<file path="config.mk">
export PLATFORM = sky130hd
export DESIGN_NAME = vrpva_ram
export DESIGN_NICKNAME = d
export VERILOG_FILES = /design/src/vrpva_ram.sv
export SDC_FILE = /design/constraint.sdc
export NUM_CORES = 2
export LEC_CHECK = 0
export ABC_CLOCK_PERIOD_IN_PS = 4100
export CAP_MARGIN = 10
export CORE_MARGIN = 3
export CORE_UTILIZATION = 50
export CTS_CLUSTER_SIZE = 20
export DETAILED_ROUTE_END_ITERATION = 6
export DONT_BUFFER_PORTS = 1
export PLACE_DENSITY = 0.73
export SYNTH_ARGS = -nofsm -noshare
export SYNTH_HDL_FRONTEND = slang
export SYNTH_SLANG_ARGS = --single-unit
</file>
<file path="constraint.sdc">
create_clock -name clk -period 4.1 [get_ports clk]
set_input_delay 0.41 -clock clk [delete_from_list [all_inputs] [get_ports clk]]
set_output_delay 0.41 -clock clk [all_outputs]
set_load 0.05 [all_outputs]
</file>
<file path="src/vrpva_ram.sv">
module vrpva_ram #(
	parameter int Width = 8,
	parameter int Depth = 256
) (
	input logic clk,
	input logic we,
	input logic [$clog2(Depth)-1:0] waddr,
	input logic [Width-1:0] wdata,
	input logic [$clog2(Depth)-1:0] raddr,
	output logic [Width-1:0] rdata
);
	logic [Width-1:0] mem [Depth];

	always_ff @(posedge clk) begin
		if (we) begin
			mem[waddr] <= wdata;
		end
		rdata <= mem[raddr];
	end
endmodule

</file>
==> reports/qor.yml <==
finish:
  fin_util: 0.560
  area_delta_synth_final_pct: 10.5
  regArea_um2: 61700
  multiInputGateArea_um2: 16500
  drive_gt1_frac: 0.215
  fin_nets: 3822
  diodes: 0
  stdcell_area_um2: 87900
  fill_cells: 11240
run_status:
  outcome: "complete, but fails checks"
  violations: "design-rule violations, max-slew violations"
cts:
  tritoncts_num_sinks: 2056
  clkLatencyLatePin_ns: 0.81
  clk_path_buf_depth: 3
  h-tree-depth: 4
  root_buffer: "clkbuf_16"
  cts_tree: "yes"
  numCtsBuffers: 194
  cts_setup_buffers: 0
  clk_pin_slew_worst_paths_ns: 0.06
min_path:
  hold_class: "input pin to flop"
  min_path_cells: 1
  hp-start: "wdata[5]"
  hold_end: "mem[135][5]"
timing:
  fin_worst_skew_ns: 0.0287
  layout_setup_ws_ns: 0.119
  hold_violations: 0
  tns_ns: 0
  finalSetupViolations: 0
  fmax_ghz: 0.251
  period_share: 0.971
  worst_pin_slew_ns: 2.36
  grt_setup_unrepaired: "false"
  relSlewSlack: -0.572
  min_period_ns: 3.98
  slew_viol_final: 365
synth:
  synth_seq_cells: 2056
  synth_common_cells: "edfxtp_1, mux4_2, nor2_1"
  synth_cell_types: 55
  synthArstFlopShare: 0
  synth_nets: 3759
  synth_cells: 3733
  yosysWarnings: 0
  synthTopCellsByArea: "edfxtp_1, mux4_2, mux2i_1"
  synth_top_cell_area_share: 0.773
  synth.most_common_cell: "edfxtp_1"
  ys.flop_type: "edfxtp_1"
  ys_seq_area_frac: 0.775
  syn_area_um2: 79600
  synth_edf_count: 2048
  synth.avg_cell_area_um2: 21.3
  yosysTopAreaCell: "edfxtp_1"
power:
  power_switching_uw: 8730
  clkPwrFrac: 0.407
  share_seq_of_total_power: 0.549
  p_int_uw: 33700
  leakagePower_uw: 0.0269
  p_comb_frac: 0.044
  peakVddDrop_mv: 0.474
  switching_share: 0.206
  p_per_area_nw_per_um2: 482
worst_setup_path:
  crit_chain: "nand3b_1 > o22ai_1 > o21ai_0 > nand3_1 > nor4_1 > buf_4 > nor4_1"
  cp-start-kind: "input pin"
  reg2reg_from: "mem[26][3]"
  cp_slowest_cell: "nand3b_1"
  r2r_slack_ns: 1.24
  critPathMaxFanout: 446
  max_stage_delay_ns: 1.29
  rr_endpoint: "rdata[3]"
  critical_path_required_ns: 4.77
  arrival_ns: 4.65
  critPathCaptureType: "flop"
  cpMostUsedCell: "nor4_1"
  crit_type: "input pin to flop"
  ff2ff_path_depth: 6
route:
  wl_per_cell_um: 31.5
  drt_iter0_drc: 5883
  totalWireLength_mm: 189
  antenna_left: 0
  drc: 2
  drt-pass1-iter-count: 7
  vias: 38961
  vias_per_cell: 6.49
grt:
  grt_use_total: 0.231
  grt_pass1_vias: 38732
  grt_pass1_wl_mm: 274
  grt_start_max_net_pins: 579
  overflow: 0
  antenna_found_initial: 3
  top_usage_layer: "met2"
  use_met2: 0.354
  grt_util_met3: 0.0544
  grtUsageMet1: 0.329
placement:
  dpl_cell_area_um2: 81400
  place.detailed.hpwl_mm: 102
  place_congestion: 0.811
  port-buffer-count: 0
  place_ws_ns: 0.754
die:
  fp.dieW_um: 405
  core_area_um2: 157000
  pin_count: 34
  dieArea_um2: 164000
  initial_utilization: 0.506
  fp.dieH_um: 405
  fp-row-count: 145
flow_run:
  cap_violations: 0
## power groups by stage
stage                     Combinational, uW  Sequential (uW)  Clock [uW]
after floorplan                        1130            23700           0
after global placement                 1230            23700           0
after detailed placement               1250            23700           0
after CTS                              1610            23300       17400
after global routing                   1900            23300       18300
final                                  1850            23300       17300
## flip-flops by register name (all words and copies together), names as in the netlist
name	count
mem	2048
rdata	8
## cell type report
class / instances / share of cell area
clock buffer: 245 / 0.0590
clock inverter: 103 / 0.00993
inverter: 2 / 0.0000854
multi-input combinational: 1442 / 0.188
sequential: 2056 / 0.701
tap: 2058 / 0.0293
timing repair buffer: 100 / 0.0125
## logic make-up after synthesis
logic type | count (synthesis) | share of synthesized area
buffers and inverters | 235 | 0.0183
DFF | 2056 | 0.775
and+or+nand+nor | 466 | 0.0263
muxes | 591 | 0.146
AOI/OAI and AO/OA | 385 | 0.0342
## worst max-delay path, delay by kind of cell
kind | cells | cell delay [ns]
AO/OA/AOI/OAI | 2 | 0.38
AND/OR/NAND/NOR | 4 | 2.55
buffers and inverters | 1 | 0.24
## repair_timing
action	4_1_cts	5_1_grt
endpoints found under the hold margin	2049	0
gates resized for setup	0	3
hold buffers	9	0
endpoints found under the setup margin	0	8
## metrics by stage
| stage | cells | power (uW) | hold slack (ns) |
|---|---|---|---|
| 6_report | 6006 | 42400 | 0.0212 |
| 5_1_grt | 6006 | 43500 | 0.00467 |
| 4_1_cts | 5998 | 42300 | 0.0511 |
| 3_5_place_dp | 5641 | 25000 | 0.528 |
| 3_3_place_gp | 5638 | 24900 | 0.526 |
| 2_1_floorplan | 3733 | 24800 | 0.509 |
## how the worst max path moves through the flow
stage               startpoint  endpoint  slack [ns]  cells after the start
global route          raddr[0]  rdata[5]        0.08                      9
floorplan             raddr[0]  rdata[2]        1.75                      9
detailed placement    raddr[0]  rdata[3]        0.75                      6
finish                raddr[1]  rdata[7]        0.12                      7
global placement      raddr[0]  rdata[3]        0.59                      5
CTS                 mem[81][4]  rdata[4]        1.13                      5
## layout by cell type, fill, tap and decap left out, types with 9 or more instances in the layout
master and instances:
o221ai_1 46, o211ai_1 10, a21oi_1 96, buf_4 79, edfxtp_1 2048, mux4_2 454, nand3_1 34, nor4_1 17
nand2_1 33, clkbuf_1 40, nor3_1 22, nor4_2 9, buf_16 13, clkinv_1 40, o22ai_1 28, nor2_1 279
bufinv_16 14, a22oi_1 133, clkinv_2 39, nand4_1 10, nor2b_1 28, a211oi_1 16, a221oi_1 13, mux2i_1 134
o21ai_0 10, clkbuf_16 199
## metal layers
layer | part of all wire | routed length [um] | up-vias
li1 | - | - | 15814
met1 | 0.38 | 71100 | 20532
met2 | 0.48 | 90100 | 2293
met3 | 0.11 | 21600 | 322
met4 | 0.032 | 6090 | 0
met5 | 0 | 0 | -
Power figures use the tool's default switching activity.
